===== src/hdl/csis_pkg.sv =====
// Shared types and constants for the curve slope / integral stream block.
// No dependencies; imported by csis_iter and curve_slope_integral_stream_top.
`timescale 1ns / 1ps

package csis_pkg;

    // Sample width of every x / y / result word (Q16.16 by default)
    localparam int SW = 32;
    // Width of differences and sums of two samples
    localparam int DW = SW + 1;

    typedef struct packed {
        logic signed [SW-1:0] sample_x;
        logic signed [SW-1:0] sample_y;
        logic                 sample_valid;
        logic                 first_of_curve;
    } in_word_t;

    typedef struct packed {
        logic signed [SW-1:0] mid_x;
        logic signed [SW-1:0] slope;
        logic                 slope_valid;
        logic signed [SW-1:0] running_integral;
        logic                 integral_valid;
        logic                 sign_change;
        logic signed [SW-1:0] y_minimum;
        logic signed [SW-1:0] y_maximum;
        logic                 extremes_valid;
    } out_word_t;

    // Status and results of the iterative multiply / divide unit
    typedef struct packed {
        logic              done;
        logic              ovf;
        logic [SW-2:0]     quo;
        logic [2*DW-1:0]   prod;
    } iter_res_t;

    // Magnitude of a signed DW-bit value, as unsigned DW bits
    function automatic logic [DW-1:0] mag(input logic signed [DW-1:0] v);
        logic [DW-1:0] r;
        r = v[DW-1] ? DW'(-v) : DW'(v);
        return r;
    endfunction

endpackage


===== src/hdl/csis_iter.sv =====
// Iterative shift-add multiplier and restoring divider, one bit per cycle.
// Depends on csis_pkg (DW, SW, iter_res_t).
`timescale 1ns / 1ps

module csis_iter
    import csis_pkg::*;
#(
    parameter int FRAC_BITS = 16
)
(
    input  logic               clk,
    input  logic               rst_n,
    input  logic               start,
    input  logic [DW-1:0]      mcand,
    input  logic [DW-1:0]      divisor,
    input  logic [DW+FRAC_BITS-1:0] dividend,
    output iter_res_t          res
);

    localparam int NW = DW + FRAC_BITS;
    localparam int CW = $clog2(DW);

    logic            busy_reg, busy_next;
    logic            done_reg, done_next;
    logic [CW-1:0]   cnt_reg, cnt_next;
    logic [2*DW-1:0] p_reg, p_next;
    logic [DW-1:0]   a_reg, a_next;
    logic [DW-1:0]   d_reg, d_next;
    logic [DW-1:0]   r_reg, r_next;
    logic [SW-2:0]   q_reg, q_next;
    logic [SW-2:0]   n_reg, n_next;
    logic            ovf_reg, ovf_next;

    logic [DW-1:0]   top_ext;
    logic [DW:0]     hi_sum;
    logic [DW:0]     trial;
    logic [DW+1:0]   diff;
    logic            ge;

    // Upper part of the dividend; quotient overflows 31 bits iff it reaches the divisor
    assign top_ext = DW'(dividend[NW-1:SW-1]);
    assign hi_sum  = {1'b0, p_reg[2*DW-1:DW]} + (p_reg[0] ? {1'b0, a_reg} : '0);
    assign trial   = {r_reg, n_reg[SW-2]};
    assign diff    = {1'b0, trial} - {2'b00, d_reg};
    assign ge      = ~diff[DW+1];

    always_comb
    begin
        busy_next = busy_reg;
        done_next = done_reg;
        cnt_next  = cnt_reg;
        p_next    = p_reg;
        a_next    = a_reg;
        d_next    = d_reg;
        r_next    = r_reg;
        q_next    = q_reg;
        n_next    = n_reg;
        ovf_next  = ovf_reg;
        if (start)
        begin
            busy_next = 1'b1;
            done_next = 1'b0;
            cnt_next  = CW'(DW-1);
            p_next    = {{DW{1'b0}}, divisor};
            a_next    = mcand;
            d_next    = divisor;
            ovf_next  = (top_ext >= divisor);
            r_next    = (top_ext >= divisor) ? '0 : top_ext;
            q_next    = '0;
            n_next    = dividend[SW-2:0];
        end
        else if (busy_reg)
        begin
            p_next = {hi_sum, p_reg[DW-1:1]};
            // divide runs over the last SW-1 of the DW multiply steps
            if (cnt_reg < CW'(SW-1))
            begin
                r_next = ge ? diff[DW-1:0] : trial[DW-1:0];
                q_next = {q_reg[SW-3:0], ge};
                n_next = {n_reg[SW-3:0], 1'b0};
            end
            if (cnt_reg == '0)
            begin
                busy_next = 1'b0;
                done_next = 1'b1;
            end
            else
            begin
                cnt_next = cnt_reg - 1'b1;
            end
        end
    end

    always_ff @(posedge clk or negedge rst_n)
    begin
        if (!rst_n)
        begin
            busy_reg <= 1'b0;
            done_reg <= 1'b0;
            cnt_reg  <= '0;
        end
        else
        begin
            busy_reg <= busy_next;
            done_reg <= done_next;
            cnt_reg  <= cnt_next;
        end
    end

    always_ff @(posedge clk)
    begin
        p_reg   <= p_next;
        a_reg   <= a_next;
        d_reg   <= d_next;
        r_reg   <= r_next;
        q_reg   <= q_next;
        n_reg   <= n_next;
        ovf_reg <= ovf_next;
    end

    assign res.done = done_reg;
    assign res.ovf  = ovf_reg;
    assign res.quo  = q_reg;
    assign res.prod = p_reg;

endmodule


===== src/hdl/curve_slope_integral_stream_top.sv =====
// Curve slope / trapezoid integral stream, top level.
// Depends on csis_pkg and csis_iter.
`timescale 1ns / 1ps

// Takes curve points (x, y, valid, first-of-curve) in signed fixed point with
// FRACTION_BITS fraction bits, one word per handshake. The first point of a
// curve (or the first point after reset) only loads the previous point,
// clears the integral and restarts the y extremes from its own y; it gives no word.
// Every later point gives one output word: floor midpoint of the two x values,
// the truncated quotient dy/dx saturated to 32 bits, the running trapezoid
// integral (saturating, held across invalid pairs), a strict sign change flag
// and the running y minimum / maximum. A point that gives a word occupies the
// block from its acceptance through the iterative unit (a shift-add multiplier
// for the trapezoid area, with the restoring divider producing one quotient
// bit per cycle) until it loads the output register, waiting in S_HOLD while
// the previous word is not yet taken; in_ready is low during that time. The
// output register lets the next point be accepted while the previous word waits.
module curve_slope_integral_stream_top
    import csis_pkg::*;
#(
    parameter int FRACTION_BITS = 16
)
(
    input  logic      clk,
    input  logic      rst_n,
    input  logic      in_valid,
    output logic      in_ready,
    input  in_word_t  in_data,
    output logic      out_valid,
    input  logic      out_ready,
    output out_word_t out_data
);

    localparam int NW = DW + FRACTION_BITS;
    localparam logic signed [SW-1:0] SMAX = {1'b0, {(SW-1){1'b1}}};
    localparam logic signed [SW-1:0] SMIN = {1'b1, {(SW-1){1'b0}}};

    typedef enum logic [2:0] {
        S_IDLE = 3'b001,
        S_RUN  = 3'b010,
        S_HOLD = 3'b100
    } state_t;

    state_t state_reg, state_next;

    // curve state
    logic signed [SW-1:0] prev_x_reg, prev_x_next;
    logic signed [SW-1:0] prev_y_reg, prev_y_next;
    logic                 prev_ok_reg, prev_ok_next;
    logic                 have_prev_reg, have_prev_next;
    logic signed [SW-1:0] acc_reg, acc_next;
    logic signed [SW-1:0] least_reg, least_next;
    logic signed [SW-1:0] greatest_reg, greatest_next;
    logic                 have_ext_reg, have_ext_next;

    // per-pair operands kept while the unit runs
    logic signed [SW-1:0] mid_reg, mid_next;
    logic                 pair_ok_reg, pair_ok_next;
    logic                 slope_ok_reg, slope_ok_next;
    logic                 sc_reg, sc_next;
    logic                 slope_neg_reg, slope_neg_next;
    logic                 area_neg_reg, area_neg_next;

    out_word_t            out_reg, out_next;
    logic                 out_valid_reg, out_valid_next;

    // accept-side arithmetic
    logic                 accept;
    logic                 restart;
    logic signed [DW-1:0] sx, sy, spx, spy;
    logic signed [DW-1:0] sum_x, dx, dy, ys;
    logic                 pair_ok;
    logic                 y_pos, y_neg, py_pos, py_neg;
    logic [DW-1:0]        mag_dx, mag_dy, mag_ys;
    logic [NW-1:0]        dividend;

    // finish-side arithmetic
    iter_res_t            res;
    logic                 can_load;
    logic                 finish;
    logic signed [SW-1:0] slope_val;
    logic [SW-1:0]        quo_ext;
    logic [2*DW-1:0]      am;
    logic                 am_big;
    logic signed [DW+1:0] acc_wide, area_wide, acc_sum;
    logic signed [SW-1:0] acc_sat;
    logic signed [SW-1:0] acc_new;

    assign accept  = in_valid && in_ready;
    assign restart = in_data.first_of_curve || !have_prev_reg;

    assign sx    = DW'(in_data.sample_x);
    assign sy    = DW'(in_data.sample_y);
    assign spx   = DW'(prev_x_reg);
    assign spy   = DW'(prev_y_reg);
    assign sum_x = spx + sx;
    assign dx    = sx - spx;
    assign dy    = sy - spy;
    assign ys    = spy + sy;

    assign pair_ok = in_data.sample_valid && prev_ok_reg;
    assign y_pos   = !in_data.sample_y[SW-1] && (in_data.sample_y != '0);
    assign y_neg   = in_data.sample_y[SW-1];
    assign py_pos  = !prev_y_reg[SW-1] && (prev_y_reg != '0);
    assign py_neg  = prev_y_reg[SW-1];

    assign mag_dx   = mag(dx);
    assign mag_dy   = mag(dy);
    assign mag_ys   = mag(ys);
    assign dividend = NW'(mag_dy) << FRACTION_BITS;

    csis_iter #(
        .FRAC_BITS (FRACTION_BITS)
    ) u_iter (
        .clk      (clk),
        .rst_n    (rst_n),
        .start    (accept && !restart),
        .mcand    (mag_ys),
        .divisor  (mag_dx),
        .dividend (dividend),
        .res      (res)
    );

    // slope: quotient fits 31 bits unless the unit flagged overflow
    assign quo_ext = SW'(res.quo);
    always_comb
    begin
        if (!slope_ok_reg)
            slope_val = '0;
        else if (res.ovf)
            slope_val = slope_neg_reg ? SMIN : SMAX;
        else
            slope_val = slope_neg_reg ? -$signed(quo_ext) : $signed(quo_ext);
    end

    // trapezoid area = |ys| * |dx| >> (F+1); anything past DW bits saturates
    assign am        = res.prod >> (FRACTION_BITS + 1);
    assign am_big    = |am[2*DW-1:DW];
    assign acc_wide  = (DW+2)'(acc_reg);
    assign area_wide = area_neg_reg ? -$signed({2'b00, am[DW-1:0]})
                                    : $signed({2'b00, am[DW-1:0]});
    assign acc_sum   = acc_wide + area_wide;

    always_comb
    begin
        if (am_big)
            acc_sat = area_neg_reg ? SMIN : SMAX;
        else if (acc_sum > (DW+2)'(SMAX))
            acc_sat = SMAX;
        else if (acc_sum < (DW+2)'(SMIN))
            acc_sat = SMIN;
        else
            acc_sat = acc_sum[SW-1:0];
    end

    assign acc_new  = pair_ok_reg ? acc_sat : acc_reg;
    assign can_load = !out_valid_reg || out_ready;
    assign finish   = ((state_reg == S_RUN) && res.done) || (state_reg == S_HOLD);

    always_comb
    begin
        state_next     = state_reg;
        prev_x_next    = prev_x_reg;
        prev_y_next    = prev_y_reg;
        prev_ok_next   = prev_ok_reg;
        have_prev_next = have_prev_reg;
        acc_next       = acc_reg;
        least_next     = least_reg;
        greatest_next  = greatest_reg;
        have_ext_next  = have_ext_reg;
        mid_next       = mid_reg;
        pair_ok_next   = pair_ok_reg;
        slope_ok_next  = slope_ok_reg;
        sc_next        = sc_reg;
        slope_neg_next = slope_neg_reg;
        area_neg_next  = area_neg_reg;
        out_next       = out_reg;
        out_valid_next = out_valid_reg;

        if (out_valid_reg && out_ready)
            out_valid_next = 1'b0;

        unique case (state_reg) inside
            S_IDLE:
            begin
                if (accept)
                begin
                    prev_x_next    = in_data.sample_x;
                    prev_y_next    = in_data.sample_y;
                    prev_ok_next   = in_data.sample_valid;
                    have_prev_next = 1'b1;
                    if (restart)
                    begin
                        // new curve: clear integral and extremes, fold this y
                        acc_next      = '0;
                        have_ext_next = in_data.sample_valid;
                        least_next    = in_data.sample_valid ? in_data.sample_y : '0;
                        greatest_next = in_data.sample_valid ? in_data.sample_y : '0;
                    end
                    else
                    begin
                        if (in_data.sample_valid)
                        begin
                            have_ext_next = 1'b1;
                            if (!have_ext_reg || (in_data.sample_y < least_reg))
                                least_next = in_data.sample_y;
                            if (!have_ext_reg || (in_data.sample_y > greatest_reg))
                                greatest_next = in_data.sample_y;
                        end
                        mid_next       = sum_x[DW-1:1];
                        pair_ok_next   = pair_ok;
                        slope_ok_next  = pair_ok && (dx != '0);
                        sc_next        = pair_ok && ((py_neg && y_pos) || (py_pos && y_neg));
                        slope_neg_next = dy[DW-1] ^ dx[DW-1];
                        area_neg_next  = ys[DW-1] ^ dx[DW-1];
                        state_next     = S_RUN;
                    end
                end
            end
            S_RUN, S_HOLD:
            begin
                if (finish)
                begin
                    if (can_load)
                    begin
                        acc_next                  = acc_new;
                        out_next.mid_x            = mid_reg;
                        out_next.slope            = slope_val;
                        out_next.slope_valid      = slope_ok_reg;
                        out_next.running_integral = acc_new;
                        out_next.integral_valid   = pair_ok_reg;
                        out_next.sign_change      = sc_reg;
                        out_next.y_minimum        = have_ext_reg ? least_reg : '0;
                        out_next.y_maximum        = have_ext_reg ? greatest_reg : '0;
                        out_next.extremes_valid   = have_ext_reg;
                        out_valid_next            = 1'b1;
                        state_next                = S_IDLE;
                    end
                    else
                    begin
                        state_next = S_HOLD;
                    end
                end
            end
            default:
            begin
                state_next = S_IDLE;
            end
        endcase
    end

    always_ff @(posedge clk or negedge rst_n)
    begin
        if (!rst_n)
        begin
            state_reg     <= S_IDLE;
            prev_x_reg    <= '0;
            prev_y_reg    <= '0;
            prev_ok_reg   <= 1'b0;
            have_prev_reg <= 1'b0;
            acc_reg       <= '0;
            least_reg     <= '0;
            greatest_reg  <= '0;
            have_ext_reg  <= 1'b0;
            out_valid_reg <= 1'b0;
        end
        else
        begin
            state_reg     <= state_next;
            prev_x_reg    <= prev_x_next;
            prev_y_reg    <= prev_y_next;
            prev_ok_reg   <= prev_ok_next;
            have_prev_reg <= have_prev_next;
            acc_reg       <= acc_next;
            least_reg     <= least_next;
            greatest_reg  <= greatest_next;
            have_ext_reg  <= have_ext_next;
            out_valid_reg <= out_valid_next;
        end
    end

    always_ff @(posedge clk)
    begin
        mid_reg       <= mid_next;
        pair_ok_reg   <= pair_ok_next;
        slope_ok_reg  <= slope_ok_next;
        sc_reg        <= sc_next;
        slope_neg_reg <= slope_neg_next;
        area_neg_reg  <= area_neg_next;
        out_reg       <= out_next;
    end

    assign in_ready  = (state_reg == S_IDLE);
    assign out_valid = out_valid_reg;
    assign out_data  = out_reg;

endmodule

===== config.mk =====
export PLATFORM = sky130hd
export DESIGN_NAME = curve_slope_integral_stream_top
export DESIGN_NICKNAME = d
export VERILOG_FILES = /design/src/hdl/csis_pkg.sv /design/src/hdl/csis_iter.sv /design/src/hdl/curve_slope_integral_stream_top.sv
export SDC_FILE = /design/constraint.sdc
export NUM_CORES = 2
export LEC_CHECK = 0
export BUFFER_PORTS_ARGS = -buffer_cell sky130_fd_sc_hd__buf_4
export CAP_MARGIN = 0
export CORE_MARGIN = 2
export CORE_UTILIZATION = 43
export CTS_BUF_LIST = sky130_fd_sc_hd__clkbuf_8 sky130_fd_sc_hd__clkbuf_16
export CTS_CLUSTER_SIZE = 14
export DETAILED_ROUTE_END_ITERATION = 12
export HOLD_SLACK_MARGIN = 0.02
export SETUP_SLACK_MARGIN = 0.15
export SYNTH_ARGS = -nofsm -noshare
export SYNTH_HDL_FRONTEND = slang
export SYNTH_SLANG_ARGS = --single-unit

===== constraint.sdc =====
create_clock -name clk -period 5.95 [get_ports clk]
set_input_delay 0.2975 -clock clk [delete_from_list [all_inputs] [get_ports clk]]
set_output_delay 0.2975 -clock clk [all_outputs]
set_load 0.01 [all_outputs]

==> key figures <==
Logic synthesis
  • Netlist cell types: 100
  • Top FF cell, synth: edfxtp_1
  • Synthesized area: around 0.040 sq mm
  • Syn_area_per_cell: 9.20 sq um
  • Post-synth EDFFs: roughly 350
  • Syn Inst Count: 4,360
  • Synth Net Count: 4,755
  • Synth warnings: 0
  • Synth async-reset ratio: 29.8%
  • Sequential share of the synthesized area: 40.2%
  • Seq cells post-synth: ~590

Drt
  • Antenna Nets Post-Route: 0
  • Remaining DRCs: 0
  • Routed WL: 110,000 microns
  • Via count: between 30,000 and 40,000
  • Wire length per cell: 18.2 microns
  • First-pass iteration count of the detailed router: 6
  • Detailed Route Iter0 Violations: between 2,000 and 2,500
  • Via density: 5.49

STA
  • Fin Hold WS: 0.0845 ns
  • Slew @ Worst Pin: 1.04 ns
  • RSZ-0062 raised after global routing: no
  • Fin crit share: 94.8%
  • Clock skew: 0.0233 ns
  • Final min period: 5.64 ns
  • Setup slack after layout: 0.309 ns
  • Max transition margin: 30.7%
  • FMAX: 0.177 GHz
  • Final Hold Viols: 0
  • Max-slew violations: 0
  • Final setup vio count: 0

Clocking
  • CTS tree: built
  • Clk sink count: between 500 and 600
  • Clk buf depth: 3
  • TritonCTS buffer count: 71
  • Clock Latency Late Sink: 0.62 ns
  • Root Driver: clkbuf_16
  • H-tree depth: 3
  • Worst-path clk slew: 0.06 ns

Final layout
  • # fillers: 8,669
  • Max reg flops: 164
  • Most frequent cells in the layout: buf_4 (433), nand2_1 (389), nor2_1 (365), edfxtp_1 (349), inv_1 (311)
  • Design area: approximately 0.048 sq mm
  • Fraction of layout cells with a size suffix above 1: 15.5%
  • Nets: 5,145
  • Area Growth Syn to Fin: 19.9%
  • Most common cell after layout, fill and taps aside: buf_4

Power and ir drop
  • Internal power: approximately 0.0074 W
  • Leakage power total: 20.6 nW
  • VDD IR-drop max: roughly 0.00017 V
  • Reg power frac: between 40 and 50%
  • Total Power: 0.00972 W
  • Logic pwr share: 10.1%
  • Clock power frac: 45.5%
  • Sw power: 0.00237 W
  • Sw frac: 24.4%
  • Pwr/cell area: ~200 mW/mm^2

Worst setup path
  • CP Capture Type: flop
  • WP data required: 6.32 ns
  • R2r startpoint: prev_y_reg[2]$_DFFE_PN0P_
  • Worst reg2reg path depth: 25
  • R2r endpoint: u_iter.r_reg[7]$_DFFE_PP_
  • FF-to-FF setup slack: 0.31 ns
  • Critical path startpoint category: flop
  • Type of the worst setup path: reg -> reg
  • Critical Path Fanout Max: 8
  • Crit path DAT: 6.01 ns

Flow run
  • MaxCap Viol Count: 0

Floorplanning
  • Initial Util: 43.2%
  • Rows: 112
  • Die Area: 0.0958 sq mm
  • Die H: 309 microns
  • # IOs: approximately 240
  • Chip Width: 309 microns
  • Core Region: 0.0929 sq mm

Global routing
  • First-pass GRT wire length: 173,000 microns
  • Largest net degree at the start of global routing: between 100 and 150
  • Global route overflow: 0
  • Initial antenna violation count: 2
  • GRT Util Overall: a little under a quarter
  • Vias in the first global route: 31,600

Run status
  • Outcome: finished clean

Min path
  • WHS Endpoint: prev_ok_reg$_DFFE_PN0P_
  • Cells on Worst Hold Path: 3
  • Hold crit path type: in -> reg
  • Hold Crit Start: in_data[1]

Place
  • Routability cong.: 0.905
  • Placement Setup Slack: -0.153 ns
  • PortBufs: around 240
  • Post-DP Area: 0.0442 sq mm
  • Hpwl dp: 80,400 microns
[metrics by stage]
stage          cells  utilization [%]  setup TNS (ns)
6_report        6062             51.8               0
5_1_grt         6061             51.8               0
2_1_floorplan   4360                -               0
3_3_place_gp    5843             47.6          -0.461
4_1_cts         6025             50.7               0
3_5_place_dp    5843             47.6           -1.37
[what timing repair did]
item,4_1_cts,5_1_grt
setup endpoints to repair,33,81
resized for setup,8,131
buffers inserted,2,31
hold buffers,50,0
hold endpoints to repair,122,0
pin swaps,6,37
cloned,0,5
[power by group through the flow]
stage	clock network (W)	logic, W	registers [W]
CTS	0.00455	0.000939	0.00431
global placement	0	0.000898	0.00440
finish	0.00443	0.000984	0.00431
global route	0.00471	0.00108	0.00431
detailed placement	0	0.000902	0.00440
floorplan	0	0.000537	0.00440
[final cells by class]
| type | count | area, sq um | area share [%] |
|---|---|---|---|
| multi-input cells | 3282 | 22800 | 47.3 |
| flip-flops and latches | 588 | 16100 | 33.6 |
| repair buffers | 500 | 4080 | 8.48 |
| clock buffers | 76 | 1870 | 3.88 |
| well taps | 1254 | 1570 | 3.26 |
| inverters | 307 | 1160 | 2.41 |
| clock inverters | 54 | 508 | 1.06 |
| diodes | 1 | 2.50 | 0.00520 |
[routing by layer]
layer	GRT usage [%]	wire [microns]
met5	0	19
met4	6.16	2430
met3	3.14	5510
met2	35.2	49400
met1	32.6	53000
[worst max-delay path by stage]
stage	startpoint	to	slack (ns)	depth (start not counted)
6_report	prev_y_reg[2]$_DFFE_PN0P_	u_iter.r_reg[7]$_DFFE_PP_	0.31	25
2_1_floorplan	prev_y_reg[1]$_DFFE_PN0P_	u_iter.r_reg[7]$_DFFE_PP_	0.19	29
3_3_place_gp	in_data[2]	u_iter.r_reg[0]$_DFFE_PP_	-0.13	26
5_1_grt	prev_y_reg[0]$_DFFE_PN0P_	u_iter.r_reg[3]$_DFFE_PP_	0.06	28
3_5_place_dp	in_data[2]	u_iter.r_reg[0]$_DFFE_PP_	-0.15	26
4_1_cts	prev_y_reg[10]$_DFFE_PN0P_	u_iter.r_reg[0]$_DFFE_PP_	0.16	24
[kinds of logic after synthesis]
family,count (synthesis),share of synthesized area (%)
muxes,36,0.904
adders and majority gates,325,10.3
DFF,588,40.2
buffers and inverters,490,4.71
AOI/OAI and AO/OA,1224,20.2
and+or+nand+nor,1378,16.8
xor gates and xnor gates,319,6.96
[cells in the mapped netlist (all sizes together), types with 64 or more instances]
cell type	number	share of area [%]
a21o	111	2.1
xor2	93	2.0
clkbuf	146	1.4
nor2	379	3.6
dfxtp	64	3.2
nor3	76	0.99
and2	132	2.1
nand2	394	3.7
dfrtp	174	11
a21oi	313	4.0
ha	318	9.9
inv	305	2.9
edfxtp	349	26
a22o	66	1.4
o21ai	289	3.6
xnor2	226	4.9
[worst max-delay path: stages, from the launching register on]
cell	delay (ns)
dfrtp_1	0.34
inv_1	0.08
ha_4	0.28
o21a_1	0.12
o31a_1	0.25
o41ai_4	0.10
buf_4	0.17
o2111a_2	0.29
or3b_4	0.43
a31oi_4	0.22
o221ai_2	0.12
nor4_2	0.29
buf_4	0.16
nand3b_1	0.16
o31a_1	0.31
xor2_2	0.18
ha_1	0.34
a21o_1	0.14
a21oi_2	0.07
nand2_1	0.13
a2111oi_4	0.07
or4_4	0.44
nor4_4	0.17
and3_4	0.30
clkbuf_16	0.18
nor2_2	0.04
Power figures use the tool's default switching activity.
